**src/design/i2cm_pkg.sv**
```systemverilog
`timescale 1ns / 1ps
// ----------------------------------------------------------------------------
// I2C master package
// Shared types and codes of the single register read/write I2C master.
// ----------------------------------------------------------------------------
package i2cm_pkg;

   localparam int TPU_WIDTH   = 10;   // ticks per microsecond register
   localparam int LIMIT_WIDTH = 8;    // acknowledge poll limit register
   localparam int CSR_WIDTH   = 10;   // widest register
   localparam int DELAY_WIDTH = 12;   // holds 4 * 1023 - 1
   localparam int BYTE_WIDTH  = 8;

   localparam logic [TPU_WIDTH-1:0]   TPU_RESET   = 10'd1;
   localparam logic [LIMIT_WIDTH-1:0] LIMIT_RESET = 8'd250;
   localparam logic [BYTE_WIDTH-1:0]  MSB_MASK    = 8'h80;

   // Request codes.
   localparam logic [1:0] FUNC_TICK  = 2'd0;
   localparam logic [1:0] FUNC_WRITE = 2'd1;
   localparam logic [1:0] FUNC_READ  = 2'd2;

   // Register indexes.
   localparam logic CSR_TICKS_PER_US   = 1'b0;
   localparam logic CSR_ACK_POLL_LIMIT = 1'b1;

   // Byte steps of a transaction.
   localparam logic [1:0] STEP_DEVICE   = 2'd0;
   localparam logic [1:0] STEP_REGISTER = 2'd1;
   localparam logic [1:0] STEP_THIRD    = 2'd2;
   localparam logic [1:0] STEP_LAST     = 2'd3;

   typedef enum logic [17:0] {
      PH_IDLE        = 18'b000000000000000001,
      PH_START_FALL  = 18'b000000000000000010,
      PH_START_CLAMP = 18'b000000000000000100,
      PH_START_RISE  = 18'b000000000000001000,
      PH_BIT_SET     = 18'b000000000000010000,
      PH_BIT_HIGH    = 18'b000000000000100000,
      PH_BIT_LOW     = 18'b000000000001000000,
      PH_ACK_REL     = 18'b000000000010000000,
      PH_ACK_HIGH    = 18'b000000000100000000,
      PH_ACK_POLL    = 18'b000000001000000000,
      PH_READ_LOW    = 18'b000000010000000000,
      PH_READ_HIGH   = 18'b000000100000000000,
      PH_NACK_LOW    = 18'b000001000000000000,
      PH_NACK_HIGH   = 18'b000010000000000000,
      PH_NACK_END    = 18'b000100000000000000,
      PH_STOP_LOW    = 18'b001000000000000000,
      PH_STOP_HIGH   = 18'b010000000000000000,
      PH_FINISH      = 18'b100000000000000000
   } phase_type;

   // Line levels: scl is the driven clock, sda_high means SDA is released.
   typedef struct packed {
      logic sda_high;
      logic scl;
   } lines_type;

endpackage

```
**src/design/i2c_master_register_access.sv**
```systemverilog
`timescale 1ns / 1ps
// ----------------------------------------------------------------------------
// I2C master for single register access
// Bit-banged I2C master that writes or reads one device register, stepped
// by one tick beat per clock while its rsp beats are taken.
// ----------------------------------------------------------------------------
// Every accepted req beat is one tick of bus time and gives exactly one rsp
// beat with the line levels and status after that tick. The block takes one
// beat per clock cycle while rsp beats are taken; a beat is first held in an
// input register, and the controller state, which is also the rsp register,
// updates from it when its rsp beat has somewhere to go. Bus
// timing is counted in ticks: each phase takes one tick plus a hold of
// n * ticks_per_microsecond - 1 ticks for a hold of n microsecond units.
// Requests that arrive while a transaction is running are ignored.
module i2c_master_register_access (
   input  logic                                clock,
   input  logic                                reset,
   input  logic                                req_valid,
   output logic                                req_ready,
   input  logic [1:0]                          req_func,
   input  logic [i2cm_pkg::BYTE_WIDTH-1:0]     req_device_address,
   input  logic [i2cm_pkg::BYTE_WIDTH-1:0]     req_register_address,
   input  logic [i2cm_pkg::BYTE_WIDTH-1:0]     req_write_data,
   input  logic                                req_sda_sample,
   output logic                                rsp_valid,
   input  logic                                rsp_ready,
   output logic                                rsp_scl_level,
   output logic                                rsp_sda_pull_low,
   output logic                                rsp_busy_res,
   output logic                                rsp_done_res,
   output logic [i2cm_pkg::BYTE_WIDTH-1:0]     rsp_read_data,
   output logic                                rsp_ack_failed,
   input  logic                                csr_write_enable,
   input  logic                                csr_index,
   input  logic [i2cm_pkg::CSR_WIDTH-1:0]      csr_write_data
);

   localparam int BW = i2cm_pkg::BYTE_WIDTH;
   localparam int DW = i2cm_pkg::DELAY_WIDTH;

   // Configuration registers.
   logic [i2cm_pkg::TPU_WIDTH-1:0]   tpu_ff;
   logic [i2cm_pkg::LIMIT_WIDTH-1:0] limit_ff;

   // Input register.
   logic          in_valid_ff;
   logic [1:0]    func_ff;
   logic [BW-1:0] dev_in_ff;
   logic [BW-1:0] reg_in_ff;
   logic [BW-1:0] data_in_ff;
   logic          sda_ff;

   // Controller state; it doubles as the rsp register.
   i2cm_pkg::phase_type phase_ff, phase_in;
   logic [1:0]          step_ff, step_in;
   logic [3:0]          bit_ff, bit_in;
   logic [BW-1:0]       shift_ff, shift_in;
   logic [DW-1:0]       delay_ff, delay_in;
   logic [i2cm_pkg::LIMIT_WIDTH-1:0] poll_ff, poll_in;
   logic                is_read_ff, is_read_in;
   logic [BW-1:0]       dev_ff, dev_in;
   logic [BW-1:0]       regaddr_ff, regaddr_in;
   logic [BW-1:0]       data_ff, data_in;
   logic [BW-1:0]       received_ff, received_in;
   logic                error_ff, error_in;
   i2cm_pkg::lines_type lines_ff, lines_in;
   logic                done_ff, done_in;
   logic                rsp_valid_ff, rsp_valid_in;

   logic                           advance;
   logic [i2cm_pkg::TPU_WIDTH-1:0] tpu_eff;
   logic [DW-1:0]                  dly1, dly2, dly4;
   logic [1:0]                     step_inc;
   logic [3:0]                     bit_inc;

   function automatic logic [BW-1:0] byte_for_step(
      input logic [1:0]    step,
      input logic          rd,
      input logic [BW-1:0] dev,
      input logic [BW-1:0] regaddr,
      input logic [BW-1:0] data
   );
      logic [BW-1:0] value;
      case (step)
         i2cm_pkg::STEP_DEVICE:   value = dev;
         i2cm_pkg::STEP_REGISTER: value = regaddr;
         i2cm_pkg::STEP_THIRD:    value = rd ? dev + BW'(1) : data;
         default:                 value = '0;
      endcase
      return value;
   endfunction

   // The state may only move when its rsp beat has somewhere to go.
   assign advance   = in_valid_ff && (!rsp_valid_ff || rsp_ready);
   assign req_ready = !in_valid_ff || advance;

   assign tpu_eff = (tpu_ff == '0) ? i2cm_pkg::TPU_WIDTH'(1) : tpu_ff;
   assign dly1    = DW'(tpu_eff) - DW'(1);
   assign dly2    = DW'({tpu_eff, 1'b0}) - DW'(1);
   assign dly4    = DW'({tpu_eff, 2'b00}) - DW'(1);
   assign step_inc = step_ff + 2'd1;
   assign bit_inc  = bit_ff + 4'd1;

   always_comb begin
      phase_in    = phase_ff;
      step_in     = step_ff;
      bit_in      = bit_ff;
      shift_in    = shift_ff;
      delay_in    = delay_ff;
      poll_in     = poll_ff;
      is_read_in  = is_read_ff;
      dev_in      = dev_ff;
      regaddr_in  = regaddr_ff;
      data_in     = data_ff;
      received_in = received_ff;
      error_in    = error_ff;
      lines_in    = lines_ff;
      done_in     = 1'b0;

      if (phase_ff == i2cm_pkg::PH_IDLE) begin
         if (func_ff inside {i2cm_pkg::FUNC_WRITE, i2cm_pkg::FUNC_READ}) begin
            is_read_in = (func_ff == i2cm_pkg::FUNC_READ);
            dev_in     = dev_in_ff;
            regaddr_in = reg_in_ff;
            data_in    = data_in_ff;
            error_in   = 1'b0;
            step_in    = i2cm_pkg::STEP_DEVICE;
            lines_in   = '{sda_high: 1'b1, scl: 1'b1};
            phase_in   = i2cm_pkg::PH_START_FALL;
            delay_in   = dly4;
         end
      end else if (delay_ff != '0) begin
         delay_in = delay_ff - DW'(1);
      end else begin
         case (phase_ff)
            i2cm_pkg::PH_START_RISE: begin
               lines_in = '{sda_high: 1'b1, scl: 1'b1};
               phase_in = i2cm_pkg::PH_START_FALL;
               delay_in = dly4;
            end
            i2cm_pkg::PH_START_FALL: begin
               lines_in = '{sda_high: 1'b0, scl: 1'b1};
               phase_in = i2cm_pkg::PH_START_CLAMP;
               delay_in = dly4;
            end
            i2cm_pkg::PH_START_CLAMP: begin
               lines_in.scl = 1'b0;
               shift_in = byte_for_step(step_ff, is_read_ff, dev_ff, regaddr_ff, data_ff);
               bit_in   = '0;
               phase_in = i2cm_pkg::PH_BIT_SET;
               delay_in = '0;
            end
            i2cm_pkg::PH_BIT_SET: begin
               lines_in = '{sda_high: ((shift_ff & i2cm_pkg::MSB_MASK) != '0), scl: 1'b0};
               shift_in = {shift_ff[BW-2:0], 1'b0};
               phase_in = i2cm_pkg::PH_BIT_HIGH;
               delay_in = dly2;
            end
            i2cm_pkg::PH_BIT_HIGH: begin
               lines_in.scl = 1'b1;
               phase_in = i2cm_pkg::PH_BIT_LOW;
               delay_in = dly2;
            end
            i2cm_pkg::PH_BIT_LOW: begin
               lines_in.scl = 1'b0;
               bit_in   = bit_inc;
               phase_in = (bit_inc >= 4'd8) ? i2cm_pkg::PH_ACK_REL : i2cm_pkg::PH_BIT_SET;
               delay_in = dly2;
            end
            i2cm_pkg::PH_ACK_REL: begin
               lines_in = '{sda_high: 1'b1, scl: 1'b0};
               phase_in = i2cm_pkg::PH_ACK_HIGH;
               delay_in = dly1;
            end
            i2cm_pkg::PH_ACK_HIGH: begin
               lines_in.scl = 1'b1;
               poll_in  = '0;
               phase_in = i2cm_pkg::PH_ACK_POLL;
               delay_in = dly1;
            end
            i2cm_pkg::PH_ACK_POLL: begin
               if (!sda_ff) begin
                  lines_in.scl = 1'b0;
                  step_in = step_inc;
                  // A read turns around with a repeated start after the
                  // register byte and then clocks in the data byte.
                  if (is_read_ff) begin
                     if (step_inc == i2cm_pkg::STEP_REGISTER) begin
                        shift_in = byte_for_step(step_inc, is_read_ff, dev_ff,
                                                 regaddr_ff, data_ff);
                        bit_in   = '0;
                        phase_in = i2cm_pkg::PH_BIT_SET;
                     end else if (step_inc == i2cm_pkg::STEP_THIRD) begin
                        phase_in = i2cm_pkg::PH_START_RISE;
                     end else begin
                        bit_in   = '0;
                        shift_in = '0;
                        phase_in = i2cm_pkg::PH_READ_LOW;
                     end
                  end else if (step_inc != i2cm_pkg::STEP_LAST) begin
                     shift_in = byte_for_step(step_inc, is_read_ff, dev_ff,
                                              regaddr_ff, data_ff);
                     bit_in   = '0;
                     phase_in = i2cm_pkg::PH_BIT_SET;
                  end else begin
                     phase_in = i2cm_pkg::PH_STOP_LOW;
                  end
                  delay_in = '0;
               end else if (poll_ff >= limit_ff) begin
                  error_in = 1'b1;
                  phase_in = i2cm_pkg::PH_STOP_LOW;
                  delay_in = '0;
               end else begin
                  poll_in = poll_ff + 8'd1;
               end
            end
            i2cm_pkg::PH_READ_LOW: begin
               lines_in = '{sda_high: 1'b1, scl: 1'b0};
               phase_in = i2cm_pkg::PH_READ_HIGH;
               delay_in = dly2;
            end
            i2cm_pkg::PH_READ_HIGH: begin
               lines_in.scl = 1'b1;
               shift_in = {shift_ff[BW-2:0], sda_ff};
               bit_in   = bit_inc;
               phase_in = (bit_inc >= 4'd8) ? i2cm_pkg::PH_NACK_LOW : i2cm_pkg::PH_READ_LOW;
               delay_in = dly1;
            end
            i2cm_pkg::PH_NACK_LOW: begin
               received_in = shift_ff;
               lines_in = '{sda_high: 1'b1, scl: 1'b0};
               phase_in = i2cm_pkg::PH_NACK_HIGH;
               delay_in = dly2;
            end
            i2cm_pkg::PH_NACK_HIGH: begin
               lines_in.scl = 1'b1;
               phase_in = i2cm_pkg::PH_NACK_END;
               delay_in = dly2;
            end
            i2cm_pkg::PH_NACK_END: begin
               lines_in.scl = 1'b0;
               phase_in = i2cm_pkg::PH_STOP_LOW;
               delay_in = '0;
            end
            i2cm_pkg::PH_STOP_LOW: begin
               lines_in = '{sda_high: 1'b0, scl: 1'b0};
               phase_in = i2cm_pkg::PH_STOP_HIGH;
               delay_in = dly4;
            end
            i2cm_pkg::PH_STOP_HIGH: begin
               lines_in = '{sda_high: 1'b1, scl: 1'b1};
               phase_in = i2cm_pkg::PH_FINISH;
               delay_in = dly4;
            end
            i2cm_pkg::PH_FINISH: begin
               phase_in = i2cm_pkg::PH_IDLE;
               delay_in = '0;
               done_in  = 1'b1;
            end
            default: begin
               phase_in = i2cm_pkg::PH_IDLE;
               delay_in = '0;
            end
         endcase
      end
   end

   assign rsp_valid_in = advance || (rsp_valid_ff && !rsp_ready);

   always_ff @(posedge clock) begin
      if (reset) begin
         tpu_ff   <= i2cm_pkg::TPU_RESET;
         limit_ff <= i2cm_pkg::LIMIT_RESET;
      end else if (csr_write_enable) begin
         case (csr_index)
            i2cm_pkg::CSR_TICKS_PER_US:   tpu_ff   <= csr_write_data[i2cm_pkg::TPU_WIDTH-1:0];
            i2cm_pkg::CSR_ACK_POLL_LIMIT: limit_ff <= csr_write_data[i2cm_pkg::LIMIT_WIDTH-1:0];
            default: ;
         endcase
      end
   end

   always_ff @(posedge clock) begin
      if (req_valid && req_ready) begin
         func_ff    <= req_func;
         dev_in_ff  <= req_device_address;
         reg_in_ff  <= req_register_address;
         data_in_ff <= req_write_data;
         sda_ff     <= req_sda_sample;
      end
   end

   always_ff @(posedge clock) begin
      if (reset) begin
         in_valid_ff  <= 1'b0;
         rsp_valid_ff <= 1'b0;
      end else begin
         if (req_ready) begin
            in_valid_ff <= req_valid;
         end
         rsp_valid_ff <= rsp_valid_in;
      end
   end

   always_ff @(posedge clock) begin
      if (reset) begin
         phase_ff    <= i2cm_pkg::PH_IDLE;
         step_ff     <= '0;
         bit_ff      <= '0;
         shift_ff    <= '0;
         delay_ff    <= '0;
         poll_ff     <= '0;
         is_read_ff  <= 1'b0;
         dev_ff      <= '0;
         regaddr_ff  <= '0;
         data_ff     <= '0;
         received_ff <= '0;
         error_ff    <= 1'b0;
         lines_ff    <= '{sda_high: 1'b1, scl: 1'b1};
         done_ff     <= 1'b0;
      end else if (advance) begin
         phase_ff    <= phase_in;
         step_ff     <= step_in;
         bit_ff      <= bit_in;
         shift_ff    <= shift_in;
         delay_ff    <= delay_in;
         poll_ff     <= poll_in;
         is_read_ff  <= is_read_in;
         dev_ff      <= dev_in;
         regaddr_ff  <= regaddr_in;
         data_ff     <= data_in;
         received_ff <= received_in;
         error_ff    <= error_in;
         lines_ff    <= lines_in;
         done_ff     <= done_in;
      end
   end

   assign rsp_valid        = rsp_valid_ff;
   assign rsp_scl_level    = lines_ff.scl;
   assign rsp_sda_pull_low = !lines_ff.sda_high;
   assign rsp_busy_res     = (phase_ff != i2cm_pkg::PH_IDLE);
   assign rsp_done_res     = done_ff;
   assign rsp_read_data    = received_ff;
   assign rsp_ack_failed   = error_ff;

   // An idle bus always has both lines released.
   a_idle_lines: assert property (@(posedge clock) disable iff (reset)
      !rsp_busy_res |-> (rsp_scl_level && !rsp_sda_pull_low))
      else $error("bus lines not released while idle");

   // A finishing beat reports the controller already idle.
   a_done_idle: assert property (@(posedge clock) disable iff (reset)
      rsp_done_res |-> !rsp_busy_res)
      else $error("done reported while still busy");

   // Polling never runs past the configured limit.
   a_poll_bound: assert property (@(posedge clock) disable iff (reset)
      (phase_ff == i2cm_pkg::PH_ACK_POLL) |-> (poll_ff <= limit_ff))
      else $error("acknowledge poll count beyond limit");

   // The state stands still while a result waits to be taken.
   a_state_hold: assert property (@(posedge clock) disable iff (reset)
      (rsp_valid_ff && !rsp_ready) |=> ($stable(phase_ff) && $stable(delay_ff)))
      else $error("controller state moved under a stalled result");

endmodule

```
**config.mk**
```make
export PLATFORM = sky130hd
export DESIGN_NAME = i2c_master_register_access
export DESIGN_NICKNAME = d
export VERILOG_FILES = /design/src/design/i2cm_pkg.sv /design/src/design/i2c_master_register_access.sv
export SDC_FILE = /design/constraint.sdc
export NUM_CORES = 1
export LEC_CHECK = 0
export ABC_AREA = 1
export BUFFER_PORTS_ARGS = -buffer_cell sky130_fd_sc_hd__buf_2
export CORE_MARGIN = 4
export CORE_UTILIZATION = 45
export CTS_CLUSTER_SIZE = 28
export DETAILED_ROUTE_END_ITERATION = 16
export GPL_TIMING_DRIVEN = 1
export SLEW_MARGIN = 30
export SYNTH_ARGS = -nofsm -noshare
export SYNTH_HDL_FRONTEND = slang
export SYNTH_SLANG_ARGS = --single-unit
```
**constraint.sdc**
```tcl
create_clock -name clock -period 2.6 [get_ports clock]
set_input_delay 0.39 -clock clock [delete_from_list [all_inputs] [get_ports clock]]
set_output_delay 0.39 -clock clock [all_outputs]
set_load 0.1 [all_outputs]
```
# Word-level counts from Yosys, hierarchy flattened
# Index checks and enable logic that the tools add are counted.
classes:
  n_eq_ne: 37
  mux: 57
  reduce_logical: 44
  n_bitwise: 3
  n_lt_le_gt_ge: 2
  n_addsub: 8
ops:
  columns: ["cell", "n"]
  rows:
  - ["one-hot mux 18 bit (16 select lines)", 1]
  - ["two-way mux 18 bit", 6]
  - ["two-way mux 8 bit", 9]
  - ["two-way mux 12 bit", 5]
  - ["one-hot mux 12 bit (4 select lines)", 1]
  - ["one-hot mux 8 bit (3 select lines)", 2]
  - ["one-hot mux 8 bit (4 select lines)", 1]
  - ["subtractor 12 x 1 -> 12 bit, second input constant", 2]
  - ["two-way mux 11 bit", 2]
  - ["two-way mux 4 bit", 5]
  - ["== test 18 x 1 -> 1 bit, second input constant", 1]
  - ["== test 18 x 10 -> 1 bit, second input constant", 1]
  - ["== test 18 x 11 -> 1 bit, second input constant", 1]
  - ["== test 18 x 12 -> 1 bit, second input constant", 1]
  - ["== test 18 x 13 -> 1 bit, second input constant", 1]
  - ["== test 18 x 14 -> 1 bit, second input constant", 1]
  - ["== test 18 x 15 -> 1 bit, second input constant", 1]
  - ["== test 18 x 16 -> 1 bit, second input constant", 1]
  - ["== test 18 x 17 -> 1 bit, second input constant", 1]
  - ["== test 18 bit, second input constant", 1]
  - ["== test 18 x 2 -> 1 bit, second input constant", 1]
  - ["== test 18 x 3 -> 1 bit, second input constant", 1]
  - ["== test 18 x 4 -> 1 bit, second input constant", 1]
  - ["== test 18 x 5 -> 1 bit, second input constant", 1]
  - ["other kinds (50)", 103]
totals:
  regBits: 136
  output_inout_bits: 15
  inputBits: 43
  word_cells: 175

# Logic depth before layout (Yosys ltp)
# Gate-level depths: netlist of the first run.
depth:
  depth_word: 9
  depth_mapped: 16
  ltp_nobuf: 16

# Worst setup path before layout of the first run
# OpenSTA, ideal clock, no wires.
synth_timing:
  kind: "register to register"
  from: "register rsp_valid_ff, in the netlist rsp_valid"
  to: "register data_in_ff[0], enable pin"
  path_buffers: 0
  path_slack_ns: -0.393
  path_stages_with_launch: 4
  arrival_ns: 2.619
  t_required_ns: 2.226
  path_cell_list: "dfxtp_1 nand3_1 nand2_1 inv_1"
synth_between:
  elab_chain_len: 5
synth_rtl:
  columns: ["item", "line", "text"]
  rows:
  - ["start, declared", "i2c_master_register_access.sv:68", "logic rsp_valid_ff, rsp_valid_in;"]
  - ["start signal, assigned", "i2c_master_register_access.sv:301", "rsp_valid_ff <= rsp_valid_in;"]
  - ["logical NOT 1 bit", "i2c_master_register_access.sv:94", "assign advance = in_valid_ff && (!rsp_valid_ff || rsp_ready);"]
  - ["logical OR 1 bit", "i2c_master_register_access.sv:94", null]
  - ["logical AND 1 bit", "i2c_master_register_access.sv:94", null]
  - ["logical OR 1 bit", "i2c_master_register_access.sv:95", "assign req_ready = !in_valid_ff || advance;"]
  - ["named net req_ready", "i2c_master_register_access.sv:19", "output logic req_ready,"]
  - ["logical AND 1 bit", "i2c_master_register_access.sv:284", "if (req_valid && req_ready) begin"]
  - ["end signal, assigned", "i2c_master_register_access.sv:288", "data_in_ff <= req_write_data;"]
  - ["end, declared", "i2c_master_register_access.sv:50", "logic [BW-1:0] data_in_ff;"]
# The timed path passes the listed nets, and every way through them passes these cells.
# A chain may end at the register's enable or synchronous reset.

# Worst setup path after layout of the first run
layout_timing:
  from: "register phase_ff[16]"
  to: "output port rsp_busy_res"
layout_between:
  elab_chain_len: 1
layout_rtl:
  columns: ["item", "line", "text"]
  rows:
  - ["start, declared", "i2c_master_register_access.sv:54", "i2cm_pkg::phase_type phase_ff, phase_in;"]
  - ["start signal, assigned", "i2c_master_register_access.sv:307", "phase_ff <= i2cm_pkg::PH_IDLE;"]
  - ["start signal, assigned", "i2c_master_register_access.sv:322", "phase_ff <= phase_in;"]
  - ["!= test 18 x 1 -> 1 bit", "i2c_master_register_access.sv:342", "assign rsp_busy_res = (phase_ff != i2cm_pkg::PH_IDLE);"]
  - ["end, declared", "i2c_master_register_access.sv:29", "output logic rsp_busy_res,"]
# No other way between the ends.

==> results.py, run 1 <==
metrics = {
    "critical_path": {
        "critPathLaunchType": "flip-flop",
        "startpoint": "phase_ff[16]$_SDFFE_PP0P_",
        "arrival_ns": 2.06,
        "reg2reg_from": "tpu_ff[6]$_SDFFE_PP0P_",
        "worstSetupPathType": "flip-flop to output pin",
        "worstSetupEndpointType": "output pin",
        "crit_fanout": 10,
        "cp_data_required_time_ns": 2.21,
    },
    "logic_synthesis": {
        "avgSynthCellArea_sq_um": 7.48,
        "synthArstFlopShare_pct": 0,
        "synth_commonest_cells": "inv_1, nand2_1, nor2_1",
        "synth_cell_types": 49,
        "yosysTopAreaCellShare_pct": 29.1,
        "synth_area_leader_cell": "dfxtp_1",
        "synth_ff_type": "dfxtp_1",
        "netlist_area_sq_um": 7500,
        "syn_inst": 1003,
        "synth_nets": 1067,
        "ys_ff_latch": 136,
        "synth_most_common_cell": "inv_1",
        "ys_top_cells_by_area": "dfxtp_1, edfxtp_1, inv_1, nand2_1, nor2_1",
        "ys_warn_count": 0,
        "synth_edf_count": 27,
        "seq_area_frac_synth_pct": 39.9,
    },
    "clocking": {
        "cts.sinks": 136,
        "tritoncts": "yes",
        "clk_pin_slew_ns": 0.06,
        "worst_skew_pair.late_latency_ns": 0.44,
        "h-tree-depth": 4,
        "clockBufferDepth": 2,
        "numCtsBuffers": 17,
        "cts_root_buffer": "clkbuf_16",
        "ctsHoldBuffers": 0,
    },
    "route": {
        "vias": 6865,
        "wirelength_mm": 19.8,
        "antenna_left": 0,
        "dr.pass1.iters": 5,
        "drc": 0,
        "wl_per_cell_um": 15.2,
        "initialDrtViolationCount": 552,
        "drt-vias-per-instance": 5.28,
    },
    "timing": {
        "fin_crit_ns": 2.45,
        "worstMarginPinSlew_ns": 0.669,
        "slew_headroom_pct": 55.1,
        "min_period_over_period_pct": 94.1,
        "rsz0062_at_grt": "false",
        "fmax_mhz": 409,
        "skew_ns": 0.0154,
        "hold_viol": 0,
        "setup_viol": 0,
        "fin_tns_setup_ns": 0,
        "maxSlewViolCount": 0,
    },
    "power": {
        "pwr-share-seq_pct": 27.1,
        "ir_drop_uv": 759,
        "sw_frac_of_total_pct": 46.1,
        "power_uw": 10100,
        "p_sw_uw": 4660,
        "power_density_nw_per_um2": 1160,
        "p_int_uw": 5440,
        "p_leak_uw": 0.00373,
        "p_clk_share_pct": 23.8,
        "p_comb_share_pct": 49.1,
    },
    "placement": {
        "dpl.hpwl_mm": 14.5,
        "port_buffers": 57,
        "place_congestion": 0.938,
    },
    "floorplanning": {
        "die_x_um": 137,
        "start_util_pct": 46.6,
        "core_sq_um": 16100,
        "dieArea_sq_um": 18800,
        "die_height_um": 137,
        "num_rows": 46,
        "io_pins": 58,
    },
    "worst_hold_path": {
        "hp-start": "req_device_address[6]",
        "hp-class": "input pin to flip-flop",
    },
    "final_layout": {
        "drive_gt1_share_pct": 15.3,
        "syn_to_final_growth_pct": 15.9,
        "top_regs": "phase_ff (18), delay_ff (12), tpu_ff (10)",
        "n_antenna_cell": 0,
        "largest_reg_flops": 18,
        "nets": 1135,
        "regMostFlops": "phase_ff",
    },
    "grt": {
        "grt_max_degree": 50,
        "grt_pass1_wl_mm": 31.8,
        "antenna_found_initial": 0,
        "grt_pass1_vias": 6234,
        "grt_usage_pct": 21.7,
        "overflow": 0,
    },
    "outcome": {
        "status": "complete, no violations",
    },
    "flow_run": {
        "cap_viol_max_count": 0,
    },
}
## final cells by class
class                   instances  area, sq um
fillers                      1637         7420
flip-flops and latches        136         2990
repair buffers                 81          478
clock inverters                14          148
clock buffers                  18          429
inverters                     150          564
multi-input cells             685         3810
well taps                     216          270
## final timing paths
check	endpoint	slack, ns	depth (start not counted)
min reg2reg	rsp_scl_level$_SDFFE_PP1P_	0.47	2
min	dev_in_ff[6]$_DFFE_PP_	0.12	1
max	rsp_busy_res	0.15	6
max reg2reg	delay_ff[8]$_SDFFE_PP0P_	0.27	16
## critical path: stages (launching register included)
cell	delay, ns
dfxtp_1	0.36
nor2_4	0.26
nand3_1	0.12
nor3_2	0.24
nand2_4	0.14
buf_4	0.20
buf_2	0.30
## cells by family (layout without fill, tap and decap cells)
logic type                 after synthesis  after routing  share of synthesized area, %
and+or+nand+nor                        406            406                          25.6
buffers and inverters                  182            263                          9.72
AOI/OAI and AO/OA                      241            241                          19.3
xor gates and xnor gates                17             17                          1.98
adders and majority gates               21             21                          3.50
DFF                                    136            136                          39.9
## layout by cell type, fill, tap and decap left out, drive strengths merged, types with 2 or more instances in the layout
cell type / n
a211oi: 40
a21oi: 69
a22oi: 9
and2: 2
buf: 81
bufinv: 2
clkbuf: 18
clkinv: 5
clkinvlp: 4
dfxtp: 109
edfxtp: 27
ha: 21
inv: 153
nand2: 149
nand3: 58
nand3b: 2
nand4: 16
nor2: 136
nor3: 35
nor3b: 3
nor4: 4
o211ai: 13
o21a: 2
o21ai: 79
o221ai: 4
o22ai: 20
o31ai: 2
xnor2: 3
xor2: 14
## power groups by stage
stage,Combinational [uW],Sequential (uW),Clock (uW)
after floorplan,3710,2760,0
after global placement,4880,2770,0
after detailed placement,4850,2770,0
after CTS,4890,2730,2450
after global routing,5470,2780,2540
final,4970,2740,2400
## per-stage QoR
step	std cells	instance area, sq um	hold WS, ns	utilization (%)	setup WS (ns)
after floorplan	1003	7510	0.435	-	0.00438
after global placement	1267	8080	0.450	50.2	0.215
after detailed placement	1267	8080	0.461	50.2	0.203
after CTS	1299	8660	0.115	53.7	0.0127
after global routing	1300	8690	0.109	53.9	0.00152
final	1300	8690	0.123	53.9	0.154
## metal layers
layer	wire (um)	vias up	track usage [%]
li1	-	3533	-
met1	9700	3138	31.1
met2	8810	171	33.0
met3	969	23	4.34
met4	288	0	6.65
met5	0	-	0
## what timing repair did
item,in CTS,in global routing
buffers inserted,0,1
resized for setup,0,5
endpoints found under the setup margin,0,22
(Power assumes the default switching activity.)
==> inputs of run 2 (changes only) <==
--- a/config.mk
+++ b/config.mk
@@ -5,10 +5,10 @@
 export SDC_FILE = /design/constraint.sdc
 export NUM_CORES = 1
 export LEC_CHECK = 0
-export ABC_AREA = 1
 export BUFFER_PORTS_ARGS = -buffer_cell sky130_fd_sc_hd__buf_2
 export CORE_MARGIN = 4
 export CORE_UTILIZATION = 45
+export CTS_CLUSTER_DIAMETER = 150
 export CTS_CLUSTER_SIZE = 28
 export DETAILED_ROUTE_END_ITERATION = 16
 export GPL_TIMING_DRIVEN = 1
==> results.py, run 2 <==
metrics = {
    "logic_synthesis": {
        "yosysTopAreaCellShare_pct": 29.7,
        "synth_edf_count": 27,
        "synth_commonest_cells": "nand2_1, dfxtp_1, a21oi_1",
        "synthArstFlopShare_pct": 0,
        "seq_area_frac_synth_pct": 40.7,
        "yosys.area_share.xor_xnor_pct": 3.10,
        "synth_most_common_cell": "nand2_1",
        "synth_top_family_by_area": "simple AND/OR/NAND/NOR gates",
        "synthSimpleGateAreaFrac_pct": 24.8,
        "syn_inst": 881,
        "ys_warn_count": 0,
        "avgSynthCellArea_sq_um": 8.34,
        "synth_fa_ha_area_share_pct": 3.58,
        "ys_ff_latch": 136,
        "netlist_area_sq_um": 7350,
        "synth_nets": 945,
        "synth-compound-area-share_pct": 19.8,
        "synth_cell_types": 74,
        "synthMuxAreaShare_pct": 3.30,
        "synth_area_leader_cell": "dfxtp_1",
        "synth_ff_type": "dfxtp_1",
        "ys_top_cells_by_area": "dfxtp_1, edfxtp_1, a21oi_1, nand2_1, nor2_1",
    },
    "clocking": {
        "cts.sinks": 136,
        "tritoncts": "yes",
        "ctsHoldBuffers": 0,
        "numCtsBuffers": 17,
        "h-tree-depth": 4,
        "clockBufferDepth": 2,
        "clk_pin_slew_ns": 0.06,
        "worst_skew_pair.late_latency_ns": 0.43,
        "cts_root_buffer": "clkbuf_16",
    },
    "critical_path": {
        "worstSetupEndpointType": "output pin",
        "cpMaxStageDelayCell": "dfxtp_1",
        "crit_fanout": 5,
        "crit_path_cell_trace": "nor4_4, buf_4, nand3_1, buf_4, nor3_2, inv_2, buf_6",
        "arrival_ns": 2.12,
        "critPathLaunchType": "flip-flop",
        "worstSetupPathType": "flip-flop to output pin",
        "crit_top_cell": "buf_4",
        "cp_num_buf_inv": 4,
        "cp_data_required_time_ns": 2.21,
        "critPathTopFamily": "simple AND/OR/NAND/NOR gates",
        "slowest_delay_ns": 0.35,
    },
    "route": {
        "wl_per_cell_um": 16.3,
        "drt-vias-per-instance": 5.57,
        "vias": 6765,
        "dr.pass1.iters": 6,
        "wirelength_mm": 19.8,
        "drc": 0,
        "initialDrtViolationCount": 570,
        "antenna_left": 0,
    },
    "placement": {
        "port_buffers": 57,
        "dpl.hpwl_mm": 14.5,
        "place_congestion": 0.917,
        "place_area_sq_um": 8310,
    },
    "final_layout": {
        "regMostFlops": "phase_ff",
        "largest_reg_flops": 18,
        "top_regs": "phase_ff (18), delay_ff (12), tpu_ff (10)",
        "fin_area_sq_um": 8990,
        "seqCellArea_sq_um": 2990,
        "most-common-layout-cells": "nand2_1, dfxtp_1, nor2_1, a21oi_1, buf_4",
        "multi_input_area_sq_um": 4110,
        "n_antenna_cell": 0,
        "final_common_cell": "nand2_1",
        "nets": 1050,
        "syn_to_final_growth_pct": 22.4,
        "fillers": 1508,
        "drive_gt1_share_pct": 21.7,
    },
    "grt": {
        "grt_usage_pct": 22.5,
        "overflow": 0,
        "use_met2_pct": 34.8,
        "antenna_found_initial": 0,
        "grt-busiest-layer": "met2",
        "grt_pass1_vias": 6463,
        "grtUsageMet3_pct": 5.53,
        "grt_pass1_wl_mm": 32.9,
        "use_met1_pct": 30.6,
        "grt_max_degree": 89,
    },
    "timing": {
        "rsz0062_at_grt": "false",
        "slew_headroom_pct": 36.1,
        "worstMarginPinSlew_ns": 0.958,
        "setup_viol": 0,
        "min_period_over_period_pct": 96.5,
        "skew_ns": 0.00909,
        "hold_viol": 0,
        "fin_tns_setup_ns": 0,
        "maxSlewViolCount": 0,
        "fmax_mhz": 399,
        "fin_crit_ns": 2.51,
    },
    "floorplanning": {
        "dieArea_sq_um": 18400,
        "die_x_um": 136,
        "die_height_um": 136,
        "start_util_pct": 46.1,
        "io_pins": 58,
        "core_sq_um": 15900,
        "num_rows": 46,
    },
    "flow_run": {
        "cap_viol_max_count": 0,
    },
    "power": {
        "ir_drop_uv": 489,
        "p_leak_uw": 0.00346,
        "power_density_nw_per_um2": 595,
    },
    "outcome": {
        "status": "complete, no violations",
    },
    "worst_hold_path": {
        "hp-class": "input pin to flip-flop",
    },
}
## run 2: timing repair
action	in CTS	in global routing
gates resized for setup	4	19
cloned	0	0
pin swaps	0	3
buffers inserted	1	2
endpoints found under the setup margin	2	49
## run 2: area by class of cell
cell class | instances | share of cell area [%]
well taps | 216 | 3.01
repair buffers | 139 | 10.4
flip-flops and latches | 136 | 33.3
multi-input cells | 660 | 45.7
clock buffers | 20 | 4.97
inverters | 32 | 1.34
clock inverters | 12 | 1.31
## run 2: path summary, 6_finish.rpt
| kind | start | end | slack, ns | cells after the start |
|---|---|---|---|---|
| worst max-delay path | phase_ff[9]$_SDFFE_PP0P_ | rsp_busy_res | 0.09 | 7 |
| worst min-delay path | req_register_address[5] | reg_in_ff[5]$_DFFE_PP_ | 0.14 | 1 |
| worst max register to register | tpu_ff[4]$_SDFFE_PP0P_ | delay_ff[9]$_SDFFE_PP0P_ | 0.15 | 11 |
| worst min register to register | limit_ff[1]$_SDFFE_PP1P_ | limit_ff[1]$_SDFFE_PP1P_ | 0.46 | 2 |
## run 2: through the flow
stage / total power (uW) / util (%) / instances / hold WS, ns / worst slack [ns]
finish: 5350 / 56.4 / 1215 / 0.135 / 0.0920
CTS: 5360 / 55.8 / 1213 / 0.121 / 0.00700
floorplan: 2800 / - / 881 / 0.436 / 0.0388
global placement: 3030 / 52.1 / 1180 / 0.449 / 0.122
global route: 5580 / 56.4 / 1215 / 0.115 / 0.000921
detailed placement: 3030 / 52.1 / 1180 / 0.454 / 0.00807
## run 2: report_power, final
part / internal, uW / leakage (uW) / switching (uW) / total, uW
Combinational: 290 / 0.00204 / 446 / 736
Sequential: 2230 / 0.00115 / 62.0 / 2290
Clock: 1360 / 0.000271 / 968 / 2320
## run 2: layer usage
metal,part of all wire [%],vias up
met2,46,204
met4,2.0,0
met5,0,-
met3,6.0,36
li1,-,3395
met1,46,3130
## run 2: logic make-up after synthesis
kind of cell / count (synthesis)
buffers and inverters: 85
muxes: 24
DFF: 136
xor gates and xnor gates: 26
AOI/OAI and AO/OA: 229
adders and majority gates: 21
and+or+nand+nor: 360
==> inputs of run 3 (changes only) <==
--- a/config.mk
+++ b/config.mk
@@ -8,6 +8,7 @@
 export BUFFER_PORTS_ARGS = -buffer_cell sky130_fd_sc_hd__buf_2
 export CORE_MARGIN = 4
 export CORE_UTILIZATION = 45
+export CTS_BUF_LIST = sky130_fd_sc_hd__clkbuf_8
 export CTS_CLUSTER_DIAMETER = 150
 export CTS_CLUSTER_SIZE = 28
 export DETAILED_ROUTE_END_ITERATION = 16
==> results.py, run 3 (synthesized netlist as in run 2, its figures left out) <==
metrics = {
    "clocking": {
        "tritoncts": "yes",
        "clk_pin_slew_ns": 0.08,
        "worst_skew_pair.late_latency_ns": 0.46,
        "ctsHoldBuffers": 0,
        "cts_root_buffer": "clkbuf_8",
        "clockBufferDepth": 2,
        "h-tree-depth": 4,
        "numCtsBuffers": 17,
        "cts.sinks": 136,
    },
    "timing": {
        "skew_ns": 0.0118,
        "min_period_over_period_pct": 95.7,
        "setup_viol": 0,
        "worstMarginPinSlew_ns": 0.954,
        "fin_crit_ns": 2.49,
        "fmax_mhz": 402,
        "slew_headroom_pct": 36.4,
        "rsz0062_at_grt": "true",
        "timing.hold.ws_ns": 0.107,
        "hold_viol": 0,
        "maxSlewViolCount": 0,
    },
    "critical_path": {
        "crit_top_cell": "buf_4",
        "slowest_delay_ns": 0.34,
        "cp_num_buf_inv": 4,
        "cp_data_required_time_ns": 2.21,
        "arrival_ns": 2.10,
        "reg2reg_depth": 9,
        "critical_path_depth": 7,
        "crit_path_cell_trace": "nor4_4, buf_4, nand3_1, buf_4, nor3_4, inv_2, buf_8",
        "reg2reg_from": "phase_ff[11]$_SDFFE_PP0P_",
        "crit_fanout": 4,
        "worst-r2r-setup-slack_ns": 0.11,
        "worstSetupPathType": "flip-flop to output pin",
        "critPathLaunchType": "flip-flop",
        "regToRegEndpoint": "delay_ff[2]$_SDFFE_PP0P_",
        "critPathTopFamily": "simple AND/OR/NAND/NOR gates",
        "worstSetupEndpointType": "output pin",
        "cpMaxStageDelayCell": "dfxtp_1",
    },
    "route": {
        "vias": 6736,
        "drc": 0,
        "drt-vias-per-instance": 5.55,
        "wirelength_mm": 19.5,
        "dr.pass1.iters": 5,
        "antenna_left": 0,
        "wl_per_cell_um": 16.1,
        "initialDrtViolationCount": 538,
    },
    "power": {
        "p_leak_uw": 0.00339,
        "ir_drop_uv": 502,
        "power_density_nw_per_um2": 533,
    },
    "worst_hold_path": {
        "hold_end": "dev_in_ff[2]$_DFFE_PP_",
        "hold_depth": 1,
        "hp-start": "req_device_address[2]",
        "hp-class": "input pin to flip-flop",
    },
    "grt": {
        "grt_max_degree": 89,
        "grtUsageMet3_pct": 5.01,
        "grt-busiest-layer": "met2",
        "grt_pass1_vias": 6391,
        "grt_pass1_wl_mm": 32.6,
        "use_met1_pct": 31.0,
        "antenna_found_initial": 0,
        "grt_usage_pct": 22.2,
        "use_met2_pct": 34.3,
        "overflow": 0,
    },
    "final_layout": {
        "drive_gt1_share_pct": 21.8,
        "fillers": 1532,
        "final_common_cell": "nand2_1",
        "final_cells": 1214,
        "top_regs": "phase_ff (18), delay_ff (12), tpu_ff (10)",
        "syn_to_final_growth_pct": 20.0,
        "n_antenna_cell": 0,
        "regMostFlops": "phase_ff",
        "most-common-layout-cells": "nand2_1, dfxtp_1, nor2_1",
        "nets": 1049,
        "fin_area_sq_um": 8820,
        "largest_reg_flops": 18,
    },
    "placement": {
        "port_buffers": 57,
        "dpl.hpwl_mm": 14.5,
        "place_area_sq_um": 8310,
        "place_congestion": 0.917,
        "dp_cells": 1180,
    },
    "outcome": {
        "status": "complete, no violations",
    },
    "floorplanning": {
        "io_pins": 58,
        "core_sq_um": 15900,
        "num_rows": 46,
        "die_height_um": 136,
        "start_util_pct": 46.1,
        "die_x_um": 136,
        "dieArea_sq_um": 18400,
    },
    "flow_run": {
        "cap_viol_max_count": 0,
    },
}
[run 3: cell type report]
class / count / area, sq um / share of cell area [%]
Clock buffer: 18 / 248 / 2.81
Clock inverter: 14 / 125 / 1.42
Inverter: 32 / 120 / 1.36
Multi-Input combinational cell: 660 / 4130 / 46.8
Sequential cell: 136 / 2990 / 34.0
Tap cell: 216 / 270 / 3.07
Timing Repair Buffer: 138 / 932 / 10.6
[run 3: worst max-delay path by stage]
| stage | startpoint | slack, ns | endpoint |
|---|---|---|---|
| floorplan | tpu_ff[4]$_SDFFE_PP0P_ | 0.04 | delay_ff[8]$_SDFFE_PP0P_ |
| global placement | tpu_ff[4]$_SDFFE_PP0P_ | 0.12 | delay_ff[8]$_SDFFE_PP0P_ |
| detailed placement | tpu_ff[4]$_SDFFE_PP0P_ | 0.008 | delay_ff[8]$_SDFFE_PP0P_ |
| CTS | phase_ff[7]$_SDFFE_PP0P_ | 0.02 | rsp_busy_res |
| global route | phase_ff[6]$_SDFFE_PP0P_ | -0.002 | phase_ff[2]$_SDFFE_PP0P_ |
| finish | phase_ff[6]$_SDFFE_PP0P_ | 0.11 | rsp_busy_res |
[run 3: routing by layer]
layer	wire length (um)	vias up	share of wire, %
met2	8990	187	46
li1	-	3395	-
met1	9270	3127	47
met3	963	27	4.9
met5	0	-	0
met4	303	0	1.6
[run 3: stage by stage]
| step | worst slack, ns | power (uW) | util, % | TNS, ns |
|---|---|---|---|---|
| 4_1_cts | 0.0189 | 4700 | 54.6 | 0 |
| 5_1_grt | -0.00234 | 4940 | 55.3 | -0.00234 |
| 2_1_floorplan | 0.0388 | 2800 | - | 0 |
| 6_report | 0.111 | 4700 | 55.3 | 0 |
| 3_3_place_gp | 0.122 | 3030 | 52.1 | 0 |
| 3_5_place_dp | 0.00807 | 3030 | 52.1 | 0 |
[run 3: repair_timing]
action | 4_1_cts | 5_1_grt
setup buffers | 1 | 1
setup endpoints to repair | 2 | 40
resized for setup | 4 | 24
pin swaps | 1 | 5
[run 3: power breakdown]
group / switching [uW] / total, uW / leakage (uW) / internal (uW)
registers: 62.1 / 2290 / 0.00115 / 2230
clock network: 881 / 1670 / 0.000192 / 789
logic: 447 / 738 / 0.00205 / 292
